**src/rtl/core/rrsem_pkg.sv**
```systemverilog
package rrsem_pkg;

    localparam int SEG_W      = 10;
    localparam int CENTER_W   = 11;
    localparam int MASK_W     = 8;
    localparam int CFG_W      = 10;
    localparam int APB_DW     = 32;
    localparam int APB_AW     = 3;

    localparam int ROW_PIXELS_DEF = 640;
    localparam int OUTQ_DEPTH     = 4;

    // register index taken from paddr[2]
    localparam logic REG_MIN_RUN_WIDTH = 1'b0;
    localparam logic REG_MAX_MERGE_GAP = 1'b1;

    localparam logic [CFG_W-1:0] MIN_RUN_WIDTH_RST = CFG_W'(5);
    localparam logic [CFG_W-1:0] MAX_MERGE_GAP_RST = CFG_W'(10);

    typedef struct packed {
        logic [MASK_W-1:0] mask_value;
        logic              row_end;
    } t_in;

    typedef struct packed {
        logic                seg_valid;
        logic [SEG_W-1:0]    seg_left;
        logic [SEG_W-1:0]    seg_right;
        logic [SEG_W-1:0]    seg_width;
        logic [CENTER_W-1:0] center_doubled;
        logic                row_last;
    } t_out;

    typedef struct packed {
        logic [CFG_W-1:0] min_run_width;
        logic [CFG_W-1:0] max_merge_gap;
    } t_cfg;

    // up to two results per pixel, slot 0 first
    typedef struct packed {
        logic v0;
        t_out r0;
        logic v1;
        t_out r1;
    } t_push;

    function automatic t_out make_seg(input logic valid,
                                      input logic [CENTER_W-1:0] left,
                                      input logic [CENTER_W-1:0] right,
                                      input logic last);
        t_out             res;
        logic [SEG_W-1:0] w;
        w = right[SEG_W-1:0] - left[SEG_W-1:0] + SEG_W'(1);
        res = '0;
        if (valid) begin
            res.seg_valid      = 1'b1;
            res.seg_left       = left[SEG_W-1:0];
            res.seg_right      = right[SEG_W-1:0];
            res.seg_width      = w;
            res.center_doubled = left + right;
        end
        res.row_last = last;
        return res;
    endfunction

endpackage

```
**src/rtl/core/rrsem_cfg.sv**
```systemverilog
module rrsem_cfg
    import rrsem_pkg::*;
(
    input  logic              i_clk,
    input  logic              i_rst_n,
    input  logic              psel,
    input  logic              penable,
    input  logic              pwrite,
    input  logic [APB_AW-1:0] paddr,
    input  logic [APB_DW-1:0] pwdata,
    output logic [APB_DW-1:0] prdata,
    output logic              pready,
    output t_cfg              o_cfg
);

    t_cfg r_cfg;
    logic wr_en;

    assign pready = 1'b1;
    assign wr_en  = psel && penable && pwrite && pready;
    assign o_cfg  = r_cfg;

    always_ff @(posedge i_clk) begin
        if (!i_rst_n) begin
            r_cfg.min_run_width <= MIN_RUN_WIDTH_RST;
            r_cfg.max_merge_gap <= MAX_MERGE_GAP_RST;
        end else if (wr_en) begin
            unique case (paddr[2])
                REG_MIN_RUN_WIDTH: r_cfg.min_run_width <= pwdata[CFG_W-1:0];
                REG_MAX_MERGE_GAP: r_cfg.max_merge_gap <= pwdata[CFG_W-1:0];
                default: ;
            endcase
        end
    end

    always_comb begin
        unique case (paddr[2])
            REG_MIN_RUN_WIDTH: prdata = APB_DW'(r_cfg.min_run_width);
            REG_MAX_MERGE_GAP: prdata = APB_DW'(r_cfg.max_merge_gap);
            default:           prdata = '0;
        endcase
    end

endmodule

```
**src/rtl/core/rrsem_core.sv**
```systemverilog
module rrsem_core
    import rrsem_pkg::*;
#(
    parameter int ROW_PIXELS = ROW_PIXELS_DEF
) (
    input  logic  i_clk,
    input  logic  i_rst_n,
    input  logic  i_in_valid,
    output logic  o_in_ready,
    input  t_in   i_in_data,
    input  t_cfg  i_cfg,
    input  logic  i_room,
    output t_push o_push
);

    localparam int COL_W = $clog2(ROW_PIXELS);
    localparam int AW    = ((COL_W > SEG_W) ? COL_W : SEG_W) + 2;
    localparam logic [COL_W-1:0] LAST_COL = COL_W'(ROW_PIXELS - 1);

    logic             r_in_valid;
    t_in              r_in;
    logic [COL_W-1:0] r_column;
    logic             r_in_run;
    logic [COL_W-1:0] r_run_start;
    logic             r_pend_valid;
    logic [COL_W-1:0] r_pend_left;
    logic [COL_W-1:0] r_pend_right;

    logic             fire;
    logic             active;
    logic             last;
    logic             run_begin;
    logic             run_end;
    logic             run_open;
    logic             do_close;
    logic [COL_W-1:0] cl_left;
    logic [COL_W-1:0] cl_right;
    logic [AW-1:0]    run_w;
    logic             keep;
    logic signed [AW-1:0] gap;
    logic             merge;
    logic             disp;
    logic             n_pend_valid;
    logic [COL_W-1:0] n_pend_left;
    logic [COL_W-1:0] n_pend_right;

    assign fire       = r_in_valid && i_room;
    assign o_in_ready = !r_in_valid || fire;

    always_ff @(posedge i_clk) begin
        if (!i_rst_n) begin
            r_in_valid <= 1'b0;
        end else if (o_in_ready) begin
            r_in_valid <= i_in_valid;
        end
    end

    always_ff @(posedge i_clk) begin
        if (o_in_ready && i_in_valid) begin
            r_in <= i_in_data;
        end
    end

    always_comb begin
        active    = r_in.mask_value != '0;
        last      = r_in.row_end || (r_column >= LAST_COL);
        run_begin = active && !r_in_run;
        run_end   = !active && r_in_run;
        run_open  = run_begin || (r_in_run && active);
        // a run closes at its first clear pixel, or at the row's last pixel
        do_close  = run_end || (last && run_open);
        cl_left   = run_begin ? r_column : r_run_start;
        cl_right  = run_end ? (r_column - COL_W'(1)) : r_column;
        run_w     = AW'(cl_right) - AW'(cl_left) + AW'(1);
        keep      = run_w >= AW'(i_cfg.min_run_width);
        gap       = $signed(AW'(cl_left)) - $signed(AW'(r_pend_right));
        merge     = r_pend_valid && (gap <= $signed(AW'(i_cfg.max_merge_gap)));

        disp         = 1'b0;
        n_pend_valid = r_pend_valid;
        n_pend_left  = r_pend_left;
        n_pend_right = r_pend_right;
        if (do_close && keep) begin
            if (merge) begin
                n_pend_right = cl_right;
            end else begin
                disp         = r_pend_valid;
                n_pend_valid = 1'b1;
                n_pend_left  = cl_left;
                n_pend_right = cl_right;
            end
        end
    end

    // displaced segment goes out ahead of the row flush
    always_comb begin
        t_out disp_res;
        t_out fin_res;
        disp_res = make_seg(1'b1, CENTER_W'(r_pend_left), CENTER_W'(r_pend_right), 1'b0);
        fin_res  = make_seg(n_pend_valid, CENTER_W'(n_pend_left),
                            CENTER_W'(n_pend_right), 1'b1);
        o_push.v0 = fire && (disp || last);
        o_push.r0 = disp ? disp_res : fin_res;
        o_push.v1 = fire && disp && last;
        o_push.r1 = fin_res;
    end

    always_ff @(posedge i_clk) begin
        if (!i_rst_n) begin
            r_column     <= '0;
            r_in_run     <= 1'b0;
            r_run_start  <= '0;
            r_pend_valid <= 1'b0;
            r_pend_left  <= '0;
            r_pend_right <= '0;
        end else if (fire) begin
            if (last) begin
                r_column     <= '0;
                r_in_run     <= 1'b0;
                r_run_start  <= '0;
                r_pend_valid <= 1'b0;
                r_pend_left  <= '0;
                r_pend_right <= '0;
            end else begin
                r_column     <= r_column + COL_W'(1);
                r_in_run     <= active;
                r_run_start  <= cl_left;
                r_pend_valid <= n_pend_valid;
                r_pend_left  <= n_pend_left;
                r_pend_right <= n_pend_right;
            end
        end
    end

endmodule

```
**src/rtl/core/rrsem_outq.sv**
```systemverilog
module rrsem_outq
    import rrsem_pkg::*;
(
    input  logic  i_clk,
    input  logic  i_rst_n,
    input  t_push i_push,
    output logic  o_room,
    output logic  o_out_valid,
    input  logic  i_out_ready,
    output t_out  o_out_data
);

    localparam int PTR_W = $clog2(OUTQ_DEPTH);
    localparam int CNT_W = $clog2(OUTQ_DEPTH + 1);

    t_out             r_mem [OUTQ_DEPTH];
    logic [PTR_W-1:0] r_wptr;
    logic [PTR_W-1:0] r_rptr;
    logic [CNT_W-1:0] r_count;
    logic             pop;
    logic [CNT_W-1:0] n_pushes;
    logic [PTR_W-1:0] wptr_p1;

    assign o_out_valid = r_count != '0;
    assign o_out_data  = r_mem[r_rptr];
    assign pop         = o_out_valid && i_out_ready;
    // room for a full two-result transaction
    assign o_room      = r_count <= CNT_W'(OUTQ_DEPTH - 2);
    assign n_pushes    = CNT_W'(i_push.v0) + CNT_W'(i_push.v1);
    assign wptr_p1     = r_wptr + PTR_W'(1);

    always_ff @(posedge i_clk) begin
        if (i_push.v0) begin
            r_mem[r_wptr] <= i_push.r0;
        end
        if (i_push.v1) begin
            r_mem[wptr_p1] <= i_push.r1;
        end
    end

    always_ff @(posedge i_clk) begin
        if (!i_rst_n) begin
            r_wptr  <= '0;
            r_rptr  <= '0;
            r_count <= '0;
        end else begin
            r_wptr  <= r_wptr + PTR_W'(n_pushes);
            r_rptr  <= r_rptr + PTR_W'(pop);
            r_count <= r_count + n_pushes - CNT_W'(pop);
        end
    end

endmodule

```
**src/rtl/core/row_run_segment_extract_merge_unit.sv**
```systemverilog
// a pixel is registered at acceptance; its results enter the output queue when it
// fires, which waits for room. Throughput: one pixel per cycle while the queue has
// room; a row end can yield two results, drained one per cycle while i_out_ready is
// high, through a four-entry queue that holds o_in_ready low below two free slots
// reset: synchronous active-low i_rst_n clears row state and queue, and loads
// min_run_width 5 and max_merge_gap 10
module row_run_segment_extract_merge_unit
    import rrsem_pkg::*;
#(
    parameter int ROW_PIXELS = ROW_PIXELS_DEF
) (
    input  logic              i_clk,
    input  logic              i_rst_n,
    input  logic              i_in_valid,
    output logic              o_in_ready,
    input  t_in               i_in_data,
    output logic              o_out_valid,
    input  logic              i_out_ready,
    output t_out              o_out_data,
    input  logic              psel,
    input  logic              penable,
    input  logic              pwrite,
    input  logic [APB_AW-1:0] paddr,
    input  logic [APB_DW-1:0] pwdata,
    output logic [APB_DW-1:0] prdata,
    output logic              pready
);

    t_cfg  cfg;
    t_push push;
    logic  room;

    rrsem_cfg u_cfg (
        .i_clk   (i_clk),
        .i_rst_n (i_rst_n),
        .psel    (psel),
        .penable (penable),
        .pwrite  (pwrite),
        .paddr   (paddr),
        .pwdata  (pwdata),
        .prdata  (prdata),
        .pready  (pready),
        .o_cfg   (cfg)
    );

    rrsem_core #(
        .ROW_PIXELS (ROW_PIXELS)
    ) u_core (
        .i_clk      (i_clk),
        .i_rst_n    (i_rst_n),
        .i_in_valid (i_in_valid),
        .o_in_ready (o_in_ready),
        .i_in_data  (i_in_data),
        .i_cfg      (cfg),
        .i_room     (room),
        .o_push     (push)
    );

    rrsem_outq u_outq (
        .i_clk       (i_clk),
        .i_rst_n     (i_rst_n),
        .i_push      (push),
        .o_room      (room),
        .o_out_valid (o_out_valid),
        .i_out_ready (i_out_ready),
        .o_out_data  (o_out_data)
    );

endmodule
```
**config.mk**
```make
export PLATFORM = sky130hd
export DESIGN_NAME = row_run_segment_extract_merge_unit
export DESIGN_NICKNAME = d
export VERILOG_FILES = /design/src/rtl/core/rrsem_pkg.sv /design/src/rtl/core/rrsem_cfg.sv /design/src/rtl/core/rrsem_core.sv /design/src/rtl/core/rrsem_outq.sv /design/src/rtl/core/row_run_segment_extract_merge_unit.sv
export SDC_FILE = /design/constraint.sdc
export NUM_CORES = 1
export LEC_CHECK = 0
export BUFFER_PORTS_ARGS = -buffer_cell sky130_fd_sc_hd__buf_2
export CORE_MARGIN = 2
export CORE_UTILIZATION = 50
export CTS_CLUSTER_DIAMETER = 60
export DETAILED_ROUTE_END_ITERATION = 16
export PLACE_DENSITY = 0.68
export SLEW_MARGIN = 30
export SYNTH_ARGS = -nofsm -noshare
export SYNTH_HDL_FRONTEND = slang
export SYNTH_SLANG_ARGS = --single-unit
export TNS_END_PERCENT = 1
```
**constraint.sdc**
```tcl
create_clock -name i_clk -period 8.92 [get_ports i_clk]
set_input_delay 0.446 -clock i_clk [delete_from_list [all_inputs] [get_ports i_clk]]
set_output_delay 0.446 -clock i_clk [all_outputs]
set_load 0.005 [all_outputs]
```
==> summary.txt <==
Timing
  • Fin. Hold Viols: 0
  • Final setup vio count: 0
  • Pins Over Slew Limit: 0
  • Tcrit/Tclk final: 0.9434
  • Min cycle time layout: 8.415 ns
  • Worst-Margin Slew: 1.015 ns
  • Clock Skews: 0.01368 ns
  • Slew HR: 0.3209
  • TNS Setup: 0 ns
  • Fmax: 118.8 MHz

Critical path
  • Max incr delay on CP: 0.46 ns
  • Critical path required time: 9.17 ns
  • Critical Path Sink Type: flip-flop
  • Crit path arrival time: 8.66 ns
  • Critical-path top delay cell: o311a_4
  • Reg2reg end: u_outq.r_mem[0][21]
  • Crit path top cell by count: ha_1
  • Startpoint Class: flip-flop
  • Crit Path Max Fanout: 9
  • FF-to-FF Start: u_core.r_in[7]
  • Critical path class: flip-flop to flip-flop
  • R2R Setup Slk: 0.51 ns
  • Reg2Reg Depth: 37

Min path
  • Worst Hold Endpoint: u_core.r_in[7]
  • Worst min-delay path class: input pin to flip-flop
  • Beginning of the worst hold path: i_in_data[7]
  • Hold path cells: 1

Synth
  • EDFF count, synth: 177
  • Distinct cell type count after synthesis: 89
  • Register area share after synthesis: 0.4244
  • Mapped Area: 0.01602 mm2
  • Avg Cell Area, Syn: 10.54 um2
  • Warnings from Yosys: 0
  • Post-synth ARST share: 0
  • Synth Register Bits: 251
  • Mapped Cells: 1520
  • Main synth FF type: edfxtp_1

Pwr
  • Peak VDD IR: 0.1731 mV
  • Lkg Pwr: 6.645 nW
  • PwrDens: 178.1 mW/mm2
  • Final Power: 3.187 mW

Floorplan
  • Core Region: 0.03156 mm2
  • Initial Utilization: 0.5075
  • Die Ht: 183.0 um
  • Die width: 183.0 um
  • Rows: 65
  • Die Area: 0.03348 mm2
  • Top-Level Pins: 129

Global route
  • Vias in the first global route: 12190
  • Met3 Use GR: 0.04944
  • First-pass GRT wire length: 70300 um
  • GR peak layer: met2
  • GRT met2 Usage: 0.4532
  • Largest net degree at the start of global routing: 63
  • GR Util met1: 0.3525
  • Gr ovfl total: 0
  • Antenna violations before repair: 0
  • GR Util All Layers: 0.2734

Drt
  • Pre-antenna DRT Iters: 7
  • WL/cell: 22.99 um
  • Residual DRC: 0
  • WL final: 46460 um
  • Routed Antenna Nets: 0
  • Vias per inst: 6.286
  • Initial DRC Count: 1358
  • Via count: 12700

Clocking
  • CTS tree: yes
  • CTS Buf Count: 28
  • Worst-Skew Late Latency: 0.55 ns
  • CTS H-Tree Depth: 1
  • Clk buf depth: 3
  • Total clock sinks: 251
  • CTS Hold Bufs: 0
  • Clk slew on worst S/H paths: 0.06 ns
  • CTS Root Cell: clkbuf_16

Run
  • Maxcap violations: 0

Layout
  • Post-route insts no fill: 2021
  • Nets@finish: 1758
  • Share of cells above drive strength 1: 0.1779
  • FILL cells: 2735
  • Area growth, synth to finish: 11.71%
  • Antenna cells: 0

Placement
  • Port-buffer cells: 81
  • Routability cong.: 1.017
  • Cells after DPL: 1960
  • Dpl hpwl: 33560 um

Status
  • Status: finished, final reports clean
-- per-layer routing --
layer	part of all wire	up-vias
met4	0.046	0
met5	0	-
met2	0.48	674
met1	0.39	6097
met3	0.091	137
li1	-	5795
-- critical path, delay by kind of cell (launching register included) --
family / cells / cell delay [ns]
flip-flops: 1 / 0.41
multiplexers: 2 / 0.64
XOR/XNOR: 2 / 0.45
AO/OA/AOI/OAI: 14 / 2.92
buffers and inverters: 6 / 0.92
AND/OR/NAND/NOR: 8 / 1.42
adder cells (fa/ha/maj): 5 / 1.34
-- cell families after synthesis --
group,after synthesis,share of synthesized area
compound gates,446,0.1995
xor+xnor,70,0.03875
fa+ha+maj,110,0.08922
buf+inv,216,0.06195
flops,251,0.4244
mux,62,0.07328
other cells,2,0.0004689
simple gates,363,0.1124
-- repair_timing --
action                                 4_1_cts  5_1_grt
endpoints found under the hold margin        0        0
setup buffers                                0        8
setup endpoints to repair                    2       42
resized for setup                            2       17
pin swaps                                    0        5
-- synthesized netlist by cell type, types with 11 or more instances --
cell,n,share of area
nor3_1,23,0.0072
a21o_1,16,0.0075
nor2b_1,20,0.0078
edfxtp_1,177,0.33
xor2_1,27,0.015
nor2_1,68,0.016
o2bb2ai_1,26,0.014
o22ai_1,107,0.042
inv_1,117,0.027
o211ai_1,11,0.0052
and2_1,24,0.0094
buf_4,28,0.013
dfxtp_1,74,0.092
nand2b_1,19,0.0074
ha_1,103,0.080
clkbuf_1,31,0.0073
a22o_1,48,0.026
nand4_1,15,0.0059
xnor2_1,42,0.023
buf_2,19,0.0059
a21oi_1,69,0.022
buf_1,12,0.0028
nand2_1,140,0.033
a21boi_0,26,0.012
o21ai_0,53,0.017
mux4_2,43,0.060
nand3_1,18,0.0056
-- cell type report --
cell class,instances,area (um2),share of cell area
clock buffer,32,737.0,0.04119
multi-input combinational,1074,8417,0.4705
timing repair buffer,123,765.7,0.04280
clock inverter,20,220.2,0.01231
tap,402,503.0,0.02811
inverter,119,446.7,0.02497
sequential,251,6802,0.3802
-- power by group --
group / leakage [nW] / internal (mW) / total (mW) / switching [mW]
combinational: 3.90 / 0.312 / 0.677 / 0.365
sequential: 2.28 / 1.27 / 1.32 / 0.0444
clock: 0.464 / 0.712 / 1.19 / 0.479
-- placed cells by master (no fill, tap or decap), types with 6 or more instances in the layout --
master	n
mux4_2	43
edfxtp_1	177
nor3_1	23
o2bb2ai_1	26
mux2i_1	9
o211ai_1	11
clkinv_2	6
nand4_1	15
xnor2_1	42
a21oi_1	69
and2_1	24
xor2_1	23
buf_4	39
nor2_1	67
conb_1	23
a21boi_0	25
nand2b_1	19
o21ai_0	51
nand2_2	6
mux2_2	9
clkbuf_16	29
a21o_1	16
nand3_1	17
buf_2	81
nor2b_1	20
nand2_1	136
dfxtp_1	72
o22ai_1	106
a22o_1	48
o21bai_1	7
ha_1	103
inv_1	117
fa_1	7
-- worst max-delay path by stage --
| stage | endpoint | depth (start not counted) | slack, ns | startpoint |
|---|---|---|---|---|
| floorplan | u_outq.r_mem[1][21] | 39 | 0.88 | u_core.r_in[2] |
| global placement | u_outq.r_mem[0][21] | 34 | 0.25 | u_core.r_in[6] |
| detailed placement | u_outq.r_mem[0][21] | 34 | 0.02 | u_core.r_in[6] |
| CTS | u_outq.r_mem[0][21] | 34 | 0.10 | u_core.r_in[6] |
| global route | u_outq.r_mem[1][21] | 33 | -0.02 | u_core.r_in[7] |
| finish | u_outq.r_mem[0][21] | 37 | 0.51 | u_core.r_in[7] |
-- flip-flops by register name, summed over array words and instances, names as in the netlist --
name                 flops
u_core.r_pend_left      10
u_core.r_in              9
u_core.r_in_valid        1
u_core.r_run_start      10
u_cfg.o_cfg             20
u_outq.r_mem           172
u_core.r_pend_right     10
u_core.r_column         10
u_core.r_pend_valid      1
u_core.r_in_run          1
u_outq.r_count           3
u_outq.r_wptr            2
u_outq.r_rptr            2
-- per-stage QoR --
step	utilization	setup WS [ns]	area, um2	hold slack (ns)
2_1_floorplan	-	0.8755	16090	0.4358
3_3_place_gp	0.5310	0.2534	16760	0.4527
3_5_place_dp	0.5310	0.01718	16760	0.4582
4_1_cts	0.5615	0.1037	17720	0.05874
5_1_grt	0.5670	-0.02021	17890	0.05980
6_report	0.5670	0.5051	17890	0.07872
No activity file was read; power rests on OpenSTA's default activity.
